==> src/hdl/fdrl_pkg.sv <==
`timescale 1ns / 1ps

package fdrl_pkg;

   localparam int DEPTH_DEF = 16;
   localparam int ID_W      = 32;
   localparam int CAP_W     = 5;
   localparam logic [CAP_W-1:0] CAP_RESET = CAP_W'(16);

   typedef enum logic {
      FUNC_PUSH = 1'b0,
      FUNC_DUMP = 1'b1
   } func_type;

   typedef struct packed {
      func_type          func;
      logic [ID_W-1:0]   ident;
   } req_type;

   typedef struct packed {
      logic [ID_W-1:0]   ident_out;
      logic [CAP_W-1:0]  held_count;
      logic              is_empty;
      logic              last;
   } rsp_type;

endpackage

==> src/hdl/fdrl_store.sv <==
`timescale 1ns / 1ps

module fdrl_store
   import fdrl_pkg::*;
#(
   parameter int DEPTH = DEPTH_DEF,
   parameter int AW    = (DEPTH > 1) ? $clog2(DEPTH) : 1
) (
   input  logic            clock,
   input  logic            wr_en,
   input  logic [AW-1:0]   wr_addr,
   input  logic [ID_W-1:0] wr_data,
   input  logic            rd_en,
   input  logic [AW-1:0]   rd_addr,
   output logic [ID_W-1:0] rd_data
);

   logic [ID_W-1:0] mem [DEPTH];
   logic [ID_W-1:0] rd_data_ff;

   always_ff @(posedge clock) begin
      if (wr_en) begin
         mem[wr_addr] <= wr_data;
      end
   end

   always_ff @(posedge clock) begin
      if (rd_en) begin
         rd_data_ff <= mem[rd_addr];
      end
   end

   assign rd_data = rd_data_ff;

endmodule

==> src/hdl/fdrl_ctrl.sv <==
`timescale 1ns / 1ps

module fdrl_ctrl
   import fdrl_pkg::*;
#(
   parameter int DEPTH = DEPTH_DEF,
   parameter int AW    = (DEPTH > 1) ? $clog2(DEPTH) : 1,
   parameter int FW    = $clog2(DEPTH + 1)
) (
   input  logic            clock,
   input  logic            reset,
   input  logic            start,
   input  req_type         req,
   input  logic [FW-1:0]   cap,
   output logic            busy,
   output logic            rsp_strobe,
   output rsp_type         rsp,
   output logic            mem_wr_en,
   output logic [AW-1:0]   mem_wr_addr,
   output logic [ID_W-1:0] mem_wr_data,
   output logic            mem_rd_en,
   output logic [AW-1:0]   mem_rd_addr,
   input  logic [ID_W-1:0] mem_rd_data
);

   typedef enum logic [1:0] {
      IDLE,
      SEARCH,
      INSERT,
      DUMP
   } state_type;

   state_type       state_ff, state_in;
   logic            busy_ff, busy_in;
   logic [FW-1:0]   fill_ff, fill_in;
   logic [AW-1:0]   oldest_ff, oldest_in;
   logic [AW-1:0]   scan_ff, scan_in;
   logic [FW-1:0]   cnt_ff, cnt_in;
   logic [ID_W-1:0] ident_ff, ident_in;
   logic            rsp_strobe_ff, rsp_strobe_in;
   rsp_type         rsp_ff, rsp_in;
   logic            at_end;

   // circular index: base + off, both below 2*DEPTH in sum
   function automatic logic [AW-1:0] wrap_add(input logic [AW-1:0] base,
                                              input logic [FW-1:0] off);
      logic [FW:0] sum;
      sum = {{(FW + 1 - AW){1'b0}}, base} + {1'b0, off};
      if (sum >= (FW + 1)'(DEPTH)) begin
         sum = sum - (FW + 1)'(DEPTH);
      end
      return sum[AW-1:0];
   endfunction

   assign at_end = (cnt_ff == fill_ff - FW'(1));

   always_comb begin
      state_in      = state_ff;
      busy_in       = busy_ff;
      fill_in       = fill_ff;
      oldest_in     = oldest_ff;
      scan_in       = scan_ff;
      cnt_in        = cnt_ff;
      ident_in      = ident_ff;
      rsp_strobe_in = 1'b0;
      rsp_in        = rsp_ff;
      mem_rd_en     = 1'b0;
      mem_rd_addr   = scan_ff;
      mem_wr_en     = 1'b0;
      mem_wr_addr   = wrap_add(oldest_ff, fill_ff);
      mem_wr_data   = ident_ff;

      case (state_ff)
         IDLE: begin
            if (start) begin
               ident_in = req.ident;
               cnt_in   = '0;
               if (req.func == FUNC_PUSH) begin
                  busy_in = 1'b1;
                  if (fill_ff == '0) begin
                     state_in = INSERT;
                  end else begin
                     mem_rd_en   = 1'b1;
                     mem_rd_addr = oldest_ff;
                     scan_in     = oldest_ff;
                     state_in    = SEARCH;
                  end
               end else if (fill_ff == '0) begin
                  rsp_strobe_in     = 1'b1;
                  rsp_in.ident_out  = '0;
                  rsp_in.held_count = '0;
                  rsp_in.is_empty   = 1'b1;
                  rsp_in.last       = 1'b1;
               end else begin
                  // start from the newest entry
                  mem_rd_en   = 1'b1;
                  mem_rd_addr = wrap_add(oldest_ff, fill_ff - FW'(1));
                  scan_in     = mem_rd_addr;
                  busy_in     = 1'b1;
                  state_in    = DUMP;
               end
            end
         end
         SEARCH: begin
            if (mem_rd_data == ident_ff) begin
               // already held: drop the push, keep the age
               state_in = IDLE;
               busy_in  = 1'b0;
            end else if (at_end) begin
               state_in = INSERT;
            end else begin
               mem_rd_en   = 1'b1;
               mem_rd_addr = wrap_add(scan_ff, FW'(1));
               scan_in     = mem_rd_addr;
               cnt_in      = cnt_ff + FW'(1);
            end
         end
         INSERT: begin
            mem_wr_en = 1'b1;
            if (fill_ff >= cap) begin
               // evict down to capacity - 1, then store the new word
               oldest_in = wrap_add(oldest_ff, fill_ff - cap + FW'(1));
               fill_in   = cap;
            end else begin
               fill_in   = fill_ff + FW'(1);
            end
            state_in = IDLE;
            busy_in  = 1'b0;
         end
         DUMP: begin
            rsp_strobe_in     = 1'b1;
            rsp_in.ident_out  = mem_rd_data;
            rsp_in.held_count = CAP_W'(fill_ff);
            rsp_in.is_empty   = 1'b0;
            rsp_in.last       = at_end;
            if (at_end) begin
               state_in = IDLE;
               busy_in  = 1'b0;
            end else begin
               mem_rd_en   = 1'b1;
               mem_rd_addr = (scan_ff == '0) ? AW'(DEPTH - 1) : scan_ff - AW'(1);
               scan_in     = mem_rd_addr;
               cnt_in      = cnt_ff + FW'(1);
            end
         end
         default: begin
            state_in = IDLE;
            busy_in  = 1'b0;
         end
      endcase
   end

   always_ff @(posedge clock) begin
      if (reset) begin
         state_ff      <= IDLE;
         busy_ff       <= 1'b0;
         fill_ff       <= '0;
         oldest_ff     <= '0;
         rsp_strobe_ff <= 1'b0;
      end else begin
         state_ff      <= state_in;
         busy_ff       <= busy_in;
         fill_ff       <= fill_in;
         oldest_ff     <= oldest_in;
         rsp_strobe_ff <= rsp_strobe_in;
      end
      scan_ff  <= scan_in;
      cnt_ff   <= cnt_in;
      ident_ff <= ident_in;
      rsp_ff   <= rsp_in;
   end

   assign busy       = busy_ff;
   assign rsp_strobe = rsp_strobe_ff;
   assign rsp        = rsp_ff;

`ifndef ASSERT_OFF
   a_no_rw_overlap: assert property (@(posedge clock) disable iff (reset)
      mem_wr_en |-> !mem_rd_en)
      else $error("entry memory read and written in one cycle");

   a_fill_bound: assert property (@(posedge clock) disable iff (reset)
      (fill_ff <= FW'(DEPTH)) && (oldest_ff <= AW'(DEPTH - 1)))
      else $error("fill or oldest pointer out of range");

   a_dump_burst: assert property (@(posedge clock) disable iff (reset)
      rsp_strobe_ff && !rsp_ff.last |=>
         rsp_strobe_ff && (rsp_ff.held_count == $past(rsp_ff.held_count)))
      else $error("dump burst broken or count changed");

   a_empty_word: assert property (@(posedge clock) disable iff (reset)
      rsp_strobe_ff && rsp_ff.is_empty |-> rsp_ff.last && (rsp_ff.held_count == '0))
      else $error("empty word not a lone final word");

   a_busy_state: assert property (@(posedge clock) disable iff (reset)
      busy_ff == (state_ff != IDLE))
      else $error("busy disagrees with sequencer state");
`endif

endmodule

==> src/hdl/fifo_distinct_recent_list.sv <==
`timescale 1ns / 1ps

// Keeps up to capacity distinct 32-bit identifiers in arrival order.
// Request: raise start with req_data; the word is taken on an edge where
// busy is low. func PUSH adds ident unless it is already held (no refresh);
// a new ident evicts the oldest entry when the list is full. func DUMP
// returns every held ident, newest first, one word per cycle on rsp_data,
// each marked by rsp_strobe for one cycle; the final word carries last.
// A dump of an empty list returns one word with is_empty and last set.
// Timing: a push compares one stored entry per cycle through the single
// read port of the entry memory, oldest first, and stops at a match; a
// new ident is written once every held entry has been compared. A dump's
// first word passes through the registered memory read and then the
// response register. An empty dump answers in the cycle after acceptance.
// csr_wr_en/csr_wr_data write capacity (0 acts as 1, above DEPTH clamps);
// write it only while busy is low and no dump words are pending.
// Reset empties the list and sets capacity to 16; no clearing pass.
// The receiver cannot stall; rsp_data is valid only while rsp_strobe is high.
module fifo_distinct_recent_list
   import fdrl_pkg::*;
#(
   parameter int DEPTH = DEPTH_DEF
) (
   input  logic             clock,
   input  logic             reset,
   input  logic             start,
   output logic             busy,
   input  req_type          req_data,
   output logic             rsp_strobe,
   output rsp_type          rsp_data,
   input  logic             csr_wr_en,
   input  logic [CAP_W-1:0] csr_wr_data
);

   localparam int AW = (DEPTH > 1) ? $clog2(DEPTH) : 1;
   localparam int FW = $clog2(DEPTH + 1);

   logic [CAP_W-1:0] cap_ff, cap_in;
   logic [FW-1:0]    eff_cap;
   logic             mem_wr_en;
   logic [AW-1:0]    mem_wr_addr;
   logic [ID_W-1:0]  mem_wr_data;
   logic             mem_rd_en;
   logic [AW-1:0]    mem_rd_addr;
   logic [ID_W-1:0]  mem_rd_data;

   assign cap_in = csr_wr_en ? csr_wr_data : cap_ff;

   always_ff @(posedge clock) begin
      if (reset) begin
         cap_ff <= CAP_RESET;
      end else begin
         cap_ff <= cap_in;
      end
   end

   // clamp capacity into 1..DEPTH
   always_comb begin
      if (cap_ff == '0) begin
         eff_cap = FW'(1);
      end else if (int'(cap_ff) > DEPTH) begin
         eff_cap = FW'(DEPTH);
      end else begin
         eff_cap = FW'(cap_ff);
      end
   end

   fdrl_ctrl #(
      .DEPTH (DEPTH),
      .AW    (AW),
      .FW    (FW)
   ) u_ctrl (
      .clock       (clock),
      .reset       (reset),
      .start       (start),
      .req         (req_data),
      .cap         (eff_cap),
      .busy        (busy),
      .rsp_strobe  (rsp_strobe),
      .rsp         (rsp_data),
      .mem_wr_en   (mem_wr_en),
      .mem_wr_addr (mem_wr_addr),
      .mem_wr_data (mem_wr_data),
      .mem_rd_en   (mem_rd_en),
      .mem_rd_addr (mem_rd_addr),
      .mem_rd_data (mem_rd_data)
   );

   fdrl_store #(
      .DEPTH (DEPTH),
      .AW    (AW)
   ) u_store (
      .clock   (clock),
      .wr_en   (mem_wr_en),
      .wr_addr (mem_wr_addr),
      .wr_data (mem_wr_data),
      .rd_en   (mem_rd_en),
      .rd_addr (mem_rd_addr),
      .rd_data (mem_rd_data)
   );

endmodule
==> config.mk <==
export PLATFORM = sky130hd
export DESIGN_NAME = fifo_distinct_recent_list
export DESIGN_NICKNAME = d
export VERILOG_FILES = /design/src/hdl/fdrl_pkg.sv /design/src/hdl/fdrl_store.sv /design/src/hdl/fdrl_ctrl.sv /design/src/hdl/fifo_distinct_recent_list.sv
export SDC_FILE = /design/constraint.sdc
export NUM_CORES = 1
export LEC_CHECK = 0
export ABC_AREA = 1
export BUFFER_PORTS_ARGS = -buffer_cell sky130_fd_sc_hd__clkbuf_2
export CAP_MARGIN = 20
export CORE_AREA = 4 4 245 247
export DETAILED_ROUTE_END_ITERATION = 12
export DIE_AREA = 0 0 249 251
export PLACE_DENSITY_LB_ADDON = 0.12
export REMOVE_ABC_BUFFERS = 1
export SYNTH_ARGS = -nofsm -noshare
export SYNTH_HDL_FRONTEND = slang
export SYNTH_SLANG_ARGS = --single-unit
==> constraint.sdc <==
create_clock -name clock -period 5.99 [get_ports clock]
set_input_delay 0.8985 -clock clock [delete_from_list [all_inputs] [get_ports clock]]
set_output_delay 0.8985 -clock clock [all_outputs]
set_load 0.02 [all_outputs]
==> results_dict.tcl, run 1 <==
set metrics [dict create \
    outcome "completed" \
    timing.rr.start "u_ctrl.fill_ff[0]$_SDFFE_PP0P_" \
    reg2reg_slack_ns 1.88 \
    ant_nets 0 \
    cpLargestDelayFamily "simple AND/OR/NAND/NOR gates" \
    cts_hold_buf 0 \
    std_cell_rows 88 \
    fillers 4884 \
    numClockSinks 642 \
    syn_inst 2653 \
    min_path_cells 2 \
    routed_wl_um 74400 \
    worst_pin_slew_ns 1.13 \
    drv_slew 0 \
    synth_ff_type "edfxtp_1" \
    drt-initial-drc-count 1786 \
    period_needed_ns 4.11 \
    ys_top_cells_by_area "edfxtp_1, nand3_1, inv_1" \
    netlist-cell-type-count 38 \
    criticalPathCategory "reg2reg" \
    antenna_found_initial 0 \
    drc_errors 0 \
    cp_cell_sequence "inv_1 > ha_1 > xnor2_1 > nor2_1 > o21ai_0 > nor2_2 > nand2_2 > nand2_1 > nand2_1 > nor2_1 > nor2_4 > a21oi_4 > buf_12 > nand3_1 > nand3_1 > nand3_1 > nand2_1" \
    initial_core_util 0.500 \
    final_util 0.558 \
    max-slew-margin-rel 0.246 \
    syn2layout_area_growth_pct 11.6 \
    ctsResizeCount 0 \
    dpl.hpwl_um 38500 \
    holdWs_ns 0.461 \
    fin_cells 3519 \
    clock_path_buffers 3 \
    ir_drop_mv 1.06 \
    yosysSeqAreaShare 0.662 \
    cts_tree "yes" \
    power.density_mw_per_mm2 588 \
    fin_area_mm2 0.0321 \
    synth_top_area_frac 0.647 \
    clk_pin_slew_ns 0.06 \
    vias 19200 \
    grt_overflow 0 \
    coreArea_mm2 0.0576 \
    grt_max_degree 172 \
    whs_endpoint "u_ctrl.busy$_SDFFE_PP0P_" \
    first_global_vias 18400 \
    arrival_ns 4.58 \
    path_buf_inv 2 \
    hold_viol_final 0 \
    final_nets 2774 \
    reg2regPathDepth 17 \
    power.total_mw 18.9 \
    grt_usage 0.234 \
    synth_edf_count 620 \
    portBuffers 82 \
    reg2reg_to "u_store.rd_data[7]$_DFFE_PP_" \
    maxCapViolCount 0 \
    fmax_mhz 243 \
    post-route-period-util 0.687 \
    worstSetupStartpointType "register" \
    die_h_um 251 \
    drive_above_1_share 0.0937 \
    crit_fanout 61 \
    yosysWarningCount 0 \
    rsz0062_at_grt "no" \
    synth_async_sr_flop_share 0 \
    root_buffer "clkbuf_16" \
    routedWlPerCell_um 21.1 \
    place_inst 3395 \
    die_x_um 249 \
    setup_viol 0 \
    slowest_stage "a21oi_4" \
    cts_setup_buffers 0 \
    antennaDiodeCount 0 \
    cts_htree_levels 3 \
    path_depth 17 \
    die_area_mm2 0.0625 \
    numCtsBuffers 70 \
    clock_skew_ns 0.0150 \
    worstSetupEndpointType "register" \
    ys_ff_latch 642 \
    gp_congestion 0.818 \
    avgSynthCellArea_um2 10.9 \
    hold_class "reg2reg" \
    p_leak_nw 13.2 \
    first_pass_iters 6 \
    netlist_area_mm2 0.0288 \
    crit_path_max_incr_delay_ns 0.70 \
    ioPinCount 83 \
    grt_pass1_wl_um 112000 \
    clk_latency_ns 0.60 \
    via_per_inst 5.45 \
    worstPathRequired_ns 6.46 \
    holdCritStartpoint "u_ctrl.busy$_SDFFE_PP0P_" \
    placed_cell_area_mm2 0.0300 \
    yosysTopAreaCell "edfxtp_1" \
]
-- worst min-delay path, cell delays in order, from the launching register on --
cell and delay, ns:
dfxtp_1 0.31, inv_1 0.05, a21oi_1 0.05
-- through the flow --
stage               TNS (ns)  worst slack (ns)
floorplan            -112.98             -3.44
global placement           0              2.01
detailed placement         0              1.91
CTS                        0              1.87
global route               0              1.58
finish                     0              1.88
-- synthesized netlist by cell type, types with 3 or more instances --
library cell,n
a211oi_1,4
a21oi_1,27
buf_1,4
buf_2,66
buf_4,28
buf_6,3
clkbuf_1,43
dfxtp_1,22
edfxtp_1,620
fa_1,4
ha_1,26
inv_1,498
nand2_1,418
nand2_2,4
nand3_1,604
nand3_2,3
nand3b_1,128
nand4_1,3
nor2_1,52
nor3_1,5
o21ai_0,28
xnor2_1,35
xor2_1,7
-- kinds of logic (layout without fill, tap and decap cells) --
family	Yosys count	count (layout)	share of synthesized area
flops	642	642	0.662
xor+xnor	43	43	0.0133
simple gates	1223	1223	0.205
fa+ha+maj	30	30	0.0141
compound gates	71	71	0.0143
buf+inv	644	745	0.0912
-- placed cells by master, fill, tap and decap left out, types with 3 or more instances in the layout --
master      synthesis  routed
nand2_1           418     417
a21oi_1            27      26
nand2_2             4       3
nand3_1           604     604
o21ai_0            28      28
inv_6               0       5
clkinv_1            0      13
xor2_1              7       7
dfxtp_1            22      22
edfxtp_1          620     620
clkbuf_16           0      71
buf_4              28      29
a21oi_4             1       3
clkbuf_2            0      82
xnor2_1            35      35
ha_1               26      25
clkinv_2            0      10
a211oi_1            4       4
buf_12              0      10
nand4_1             3       3
fa_1                4       4
nor2_4              2      18
nor3_1              5       5
inv_1             498     495
inv_2               2       5
clkinvlp_4          0       4
nor2_1             52      36
clkbuf_1           43      17
nand3b_1          128     128
bufinv_16           0       3
-- flip-flops by register name, summed over array words and instances, names as in the netlist --
register,count
u_ctrl.rsp,39
u_ctrl.oldest_ff,4
u_ctrl.cnt_ff,5
u_ctrl.fill_ff,5
u_ctrl.rsp_strobe,1
u_store.mem,512
u_ctrl.mem_wr_data,32
u_ctrl.busy,1
cap_ff,5
u_store.rd_data,32
u_ctrl.state_ff,2
u_ctrl.scan_ff,4
-- worst max-delay path by stage --
stage                                    startpoint                            end
floorplan           u_ctrl.state_ff[0]$_SDFFE_PP0P_   u_store.rd_data[0]$_DFFE_PP_
global placement     u_ctrl.fill_ff[0]$_SDFFE_PP0P_  u_store.rd_data[21]$_DFFE_PP_
detailed placement  u_ctrl.mem_wr_data[0]$_DFFE_PP_  u_store.rd_data[24]$_DFFE_PP_
CTS                 u_ctrl.mem_wr_data[0]$_DFFE_PP_   u_store.rd_data[7]$_DFFE_PP_
global route         u_ctrl.fill_ff[0]$_SDFFE_PP0P_   u_store.rd_data[7]$_DFFE_PP_
finish               u_ctrl.fill_ff[0]$_SDFFE_PP0P_   u_store.rd_data[7]$_DFFE_PP_
-- where the power goes --
| part | switching [mW] | internal [mW] | total, mW |
|---|---|---|---|
| combinational | 5.99 | 2.52 | 8.52 |
| clock | 1.74 | 2.31 | 4.05 |
| sequential | 0.448 | 5.89 | 6.34 |
-- cell type report --
class	instances	area [µm²]	area share
sequential	642	19100	0.593
clock buffer	88	1840	0.0573
timing repair buffer	121	828	0.0258
clock inverter	36	272	0.00845
inverter	500	1880	0.0584
multi-input combinational	1367	7300	0.227
tap	765	957	0.0298
-- per-layer routing --
metal	vias to the layer above	global-route usage	wire length, µm	share of wire
met1	9435	0.322	32100	0.43
met3	106	0.0313	4880	0.066
met5	-	0	0	0
met2	655	0.397	35800	0.48
li1	8985	-	-	-
met4	0	0.0660	1650	0.022
Power figures use the tool's default switching activity.
==> inputs of run 2 (changes only) <==
Clock period 5.99 ns to 4.3 ns, I/O delays scaled along.
==> run 2 against run 1 <==
Fmax is 8.4% higher. Non-clock buffer count is 21 higher. Utilization is 0.70 points higher. Largest power group unchanged. Die area stayed put. First-iteration DRC count is 18% higher. Via count stayed put. Largest cell class unchanged. Critical endpoint is now u_store.rd_data[13]$_DFFE_PP_. Critical path depth is 1 lower. Power is 42% higher. Clock power is 44% higher. Clock skew is 0.00094 ns lower.
==> results_dict.tcl, run 2 (same netlist as run 1, synthesis figures left out) <==
set metrics [dict create \
    dpl_worst_slack_ns 0.564 \
    multi_input_area_mm2 0.00730 \
    criticalPathCategory "reg2reg" \
    path_buf_inv 2 \
    cp_cell_sequence "inv_1 > ha_1 > xor2_1 > ha_1 > nand2_1 > o21ai_0 > xor2_1 > nand3_1 > nand2_1 > o21ai_0 > nor3_1 > nand2_1 > o21ai_4 > buf_4 > nand3_1 > nand2_1" \
    drive_above_1_share 0.0995 \
    gp_congestion 0.838 \
    combPwrFrac 0.458 \
    coreArea_mm2 0.0576 \
    routedWlPerCell_um 21.2 \
    layout_common_cells "edfxtp_1, nand3_1, inv_1" \
    fillers 4817 \
    drt-initial-drc-count 2111 \
    die_area_mm2 0.0625 \
    vias 19200 \
    swShare 0.423 \
    final_common_cell "edfxtp_1" \
    portBuffers 82 \
    worstSetupEndpointType "register" \
    final_nets 2795 \
    numClockSinks 642 \
    ctsResizeCount 0 \
    ioPinCount 83 \
    grt_pass1_wl_um 114000 \
    arrival_ns 4.26 \
    hold_viol_final 0 \
    cts_hold_buf 0 \
    antenna_found_initial 0 \
    drc_errors 0 \
    drv_slew 0 \
    via_per_inst 5.42 \
    dpl.hpwl_um 38200 \
    fin_ws_ns 0.506 \
    antennaDiodeCount 0 \
    internal_power_mw 15.5 \
    die_h_um 251 \
    rsz0062_at_grt "no" \
    syn2layout_area_growth_pct 13.0 \
    worstSetupStartpointType "register" \
    crit_path_max_incr_delay_ns 0.59 \
    largest_reg_flops 512 \
    maxCapViolCount 0 \
    first_global_vias 18600 \
    initial_core_util 0.500 \
    top_register "u_store.mem" \
    p_sw_mw 11.4 \
    ir_drop_mv 0.834 \
    holdWs_ns 0.221 \
    die_x_um 249 \
    cpLargestDelayFamily "simple AND/OR/NAND/NOR gates" \
    crit_fanout 32 \
    clk_latency_ns 0.60 \
    outcome "completed" \
    hold_class "in2reg" \
    cts_setup_buffers 0 \
    place_inst 3416 \
    period_needed_ns 3.79 \
    setup_viol 0 \
    first_pass_iters 5 \
    post-route-period-util 0.882 \
    root_buffer "clkbuf_16" \
    p_leak_nw 13.4 \
    cts_htree_levels 3 \
    power.density_mw_per_mm2 827 \
    seq_area_mm2 0.0191 \
    crit_top_cell "nand2_1" \
    p_seq_frac 0.325 \
    max-slew-margin-rel 0.323 \
    grt_overflow 0 \
    grt_usage 0.238 \
    clk_pin_slew_ns 0.06 \
    routed_wl_um 75000 \
    slowest_stage "buf_4" \
    numCtsBuffers 70 \
    clock_skew_ns 0.0141 \
    grt_max_degree 175 \
    worstPathRequired_ns 4.77 \
    fmax_mhz 264 \
    worst_pin_slew_ns 1.01 \
    cts_tree "yes" \
    clock_path_buffers 3 \
    power_frac_clock 0.218 \
    std_cell_rows 88 \
    ant_nets 0 \
    fin_cells 3538 \
]
-- run 2: stage by stage --
stage | utilization | setup TNS, ns | cell area, µm² | total power, mW
after floorplan | - | -168.75 | 28000 | 16.1
after detailed placement | 0.526 | 0 | 30300 | 21.2
after global routing | 0.565 | 0 | 32500 | 28.7
after global placement | 0.526 | 0 | 30300 | 21.0
after CTS | 0.565 | 0 | 32500 | 27.1
final | 0.565 | 0 | 32500 | 26.9
-- run 2: worst register-to-register path, delay by kind of cell, from the launching register on --
kind	cells	cell delay, ns
adders and majority gates	2	0.70
and+or+nand+nor	7	0.85
AOI/OAI and AO/OA	3	0.40
xor gates and xnor gates	2	0.38
buffers and inverters	2	0.78
DFF	1	0.55
-- run 2: worst paths after layout --
path	start	endpoint	slack, ns	cells after the start
setup / recovery	u_ctrl.fill_ff[0]$_SDFFE_PP0P_	u_store.rd_data[13]$_DFFE_PP_	0.51	16
hold / removal	req_data[20]	u_ctrl.mem_wr_data[20]$_DFFE_PP_	0.22	1
setup reg to reg	u_ctrl.fill_ff[0]$_SDFFE_PP0P_	u_store.rd_data[13]$_DFFE_PP_	0.51	16
hold reg to reg	u_ctrl.busy$_SDFFE_PP0P_	u_ctrl.busy$_SDFFE_PP0P_	0.47	2
-- run 2: power by group through the flow --
stage | Sequential (mW) | Clock [mW] | Combinational (mW)
4_1_cts | 8.75 | 5.96 | 12.4
2_1_floorplan | 8.95 | 0 | 7.13
6_report | 8.74 | 5.85 | 12.3
3_3_place_gp | 8.85 | 0 | 12.1
3_5_place_dp | 8.87 | 0 | 12.3
5_1_grt | 8.83 | 6.23 | 13.6
-- run 2: layout make-up --
| cell class | instances | area share |
|---|---|---|
| tap | 765 | 0.0294 |
| clock inverter | 31 | 0.00877 |
| timing repair buffer | 142 | 0.0345 |
| multi-input combinational | 1367 | 0.224 |
| sequential | 642 | 0.586 |
| inverter | 500 | 0.0577 |
| clock buffer | 91 | 0.0595 |
-- run 2: layer usage --
metal / track usage / vias to the layer above / wire length [µm]
li1: - / 9024 / -
met1: 0.328 / 9357 / 31800
met5: 0 / - / 0
met2: 0.398 / 702 / 36400
met4: 0.0697 / 0 / 1560
met3: 0.0333 / 98 / 5250
==> inputs of run 3 (changes only) <==
Settings changed: CORE_AREA 4 4 245 247 to 4 4 315 317, DIE_AREA 0 0 249 251 to 0 0 319 321, SKIP_CTS_REPAIR_TIMING from default to 1.
==> run 3 against run 2 <==
Worst hold slack worse by 0.031 ns. Register-to-register slack improved by 0.05 ns. Sequential share of layout area is 1.9 points lower. First-iteration DRC count down 35%.
==> results_dict.tcl, run 3 (same netlist as run 1, synthesis figures left out) <==
set metrics [dict create \
    hold_class "in2reg" \
    p_sw_mw 12.1 \
    worstPathRequired_ns 4.66 \
    worst_pin_slew_ns 0.879 \
    period_needed_ns 3.74 \
    crit_top_cell "nand2_1" \
    crit_fanout 64 \
    die_h_um 321 \
    max-slew-margin-rel 0.414 \
    grt_usage 0.164 \
    cts_tree "yes" \
    holdCritStartpoint "req_data[20]" \
    p_leak_nw 13.7 \
    dpl.hpwl_um 48300 \
    antennaDiodeCount 0 \
    largest_reg_flops 512 \
    antenna_found_initial 2 \
    dpl_worst_slack_ns 0.549 \
    ir_drop_mv 0.712 \
    routedWlPerCell_um 20.8 \
    fin_cells 4092 \
    use_met3 0.0284 \
    drive_above_1_share 0.112 \
    power_frac_clock 0.220 \
    min_path_cells 1 \
    hold_viol_final 0 \
    grt_use_met1 0.225 \
    combPwrFrac 0.470 \
    cp_cell_sequence "xnor2_1 > nand2_1 > nor2_1 > nand2_1 > nor2_1 > nand2_1 > nand3_1 > nand2_1 > nand2_1 > nand3_4 > nand2_8 > buf_12 > nand2_1 > nand3_1 > nand3_1 > nand3_1 > nand2_1" \
    setup_viol 0 \
    reg2reg_slack_ns 0.56 \
    worstSetupStartpointType "register" \
    drc_errors 0 \
    routed_wl_um 85200 \
    cts_htree_levels 3 \
    worstSetupEndpointType "register" \
    p_seq_frac 0.310 \
    internal_power_mw 16.0 \
    crit_path_max_incr_delay_ns 0.65 \
    place_inst 3956 \
    final_nets 2832 \
    power.total_mw 28.1 \
    via_per_inst 4.65 \
    crit_start "u_ctrl.mem_wr_data[23]$_DFFE_PP_" \
    root_buffer "clkbuf_16" \
    vias 19000 \
    power.density_mw_per_mm2 835 \
    post-route-period-util 0.871 \
    drv_slew 0 \
    clk_latency_ns 0.64 \
    first_global_vias 18800 \
    clock_skew_ns 0.0318 \
    grtUsageMet2 0.267 \
    reg2reg_to "u_store.rd_data[26]$_DFFE_PP_" \
    numClockSinks 642 \
    fmax_mhz 267 \
    slowest_stage "edfxtp_1" \
    initial_core_util 0.299 \
    final_common_cell "edfxtp_1" \
    rsz0062_at_grt "no" \
    die_x_um 319 \
    first_pass_iters 5 \
    finalSetupTns_ns 0 \
    layout_common_cells "edfxtp_1, nand3_1, inv_1" \
    path_buf_inv 1 \
    swShare 0.431 \
    portBuffers 82 \
    grt_busiest_layer "met2" \
    die_area_mm2 0.102 \
    criticalPathCategory "reg2reg" \
    ant_nets 0 \
    numCtsBuffers 78 \
    grt_pass1_wl_um 126000 \
    fin_ws_ns 0.557 \
    syn2layout_area_growth_pct 16.7 \
    drt-initial-drc-count 1378 \
    arrival_ns 4.10 \
    grt_max_degree 125 \
    clk_pin_slew_ns 0.06 \
    outcome "completed" \
    cpLargestDelayFamily "simple AND/OR/NAND/NOR gates" \
    reg2regPathDepth 17 \
    clock_path_buffers 3 \
    ioPinCount 83 \
    std_cell_rows 114 \
    timing.rr.start "u_ctrl.mem_wr_data[23]$_DFFE_PP_" \
    coreArea_mm2 0.0963 \
    gp_congestion 0.781 \
    grt_overflow 0 \
    top_register "u_store.mem" \
    maxCapViolCount 0 \
    whs_endpoint "u_ctrl.mem_wr_data[20]$_DFFE_PP_" \
]
## run 3: changes by cell type in the layout (fill, tap and decap cells not counted), moves of 3 or more
cell / previous run / this run
clkinv_2: 5 / 12
inv_6: 2 / 5
clkbuf_16: 74 / 79
buf_4: 39 / 61
buf_12: 21 / 28
clkbuf_1: 15 / 19
## run 3: metrics by stage
stage           util  instance area (µm²)  hold slack (ns)
2_1_floorplan      -                28000            0.449
3_3_place_gp   0.325                31300            0.471
3_5_place_dp   0.325                31300            0.472
4_1_cts        0.349                33600            0.143
5_1_grt        0.349                33600            0.157
6_report       0.349                33600            0.190
## run 3: power by group through the flow
stage / combinational [mW] / clock (mW) / sequential, mW
after global placement: 13.3 / 0 / 8.84
after CTS: 13.4 / 6.38 / 8.73
final: 13.2 / 6.16 / 8.71
after detailed placement: 13.3 / 0 / 8.85
after floorplan: 7.13 / 0 / 8.95
after global routing: 14.6 / 6.64 / 8.80
## run 3: worst reg2reg max path: stages (launching register included)
cell and delay, ns:
edfxtp_1 0.65, xnor2_1 0.49, nand2_1 0.11, nor2_1 0.11, nand2_1 0.11, nor2_1 0.19, nand2_1 0.12, nand3_1 0.12
nand2_1 0.08, nand2_1 0.10, nand3_4 0.25, nand2_8 0.33, buf_12 0.32, nand2_1 0.13, nand3_1 0.08, nand3_1 0.09
nand3_1 0.12, nand2_1 0.06
## run 3: how the worst max path moves through the flow
stage	end	slack (ns)	cells after the start
floorplan	u_store.rd_data[0]$_DFFE_PP_	-5.13	9
global placement	u_store.rd_data[28]$_DFFE_PP_	0.55	17
detailed placement	u_store.rd_data[26]$_DFFE_PP_	0.55	17
CTS	u_store.rd_data[26]$_DFFE_PP_	0.52	17
global route	u_store.rd_data[15]$_DFFE_PP_	0.22	18
finish	u_store.rd_data[26]$_DFFE_PP_	0.56	17
## run 3: final cells by class
| class | instances | area, µm² |
|---|---|---|
| multi-input combinational | 1367 | 7300 |
| inverter | 500 | 1880 |
| clock inverter | 38 | 295 |
| fill | 9574 | 62700 |
| tap | 1276 | 1600 |
| clock buffer | 98 | 2050 |
| timing repair buffer | 171 | 1430 |
| sequential | 642 | 19100 |
## run 3: metal layers
metal / up-vias / share of wire
li1: 9109 / -
met1: 9371 / 0.46
met2: 422 / 0.46
met3: 125 / 0.049
met4: 0 / 0.025
met5: - / 0
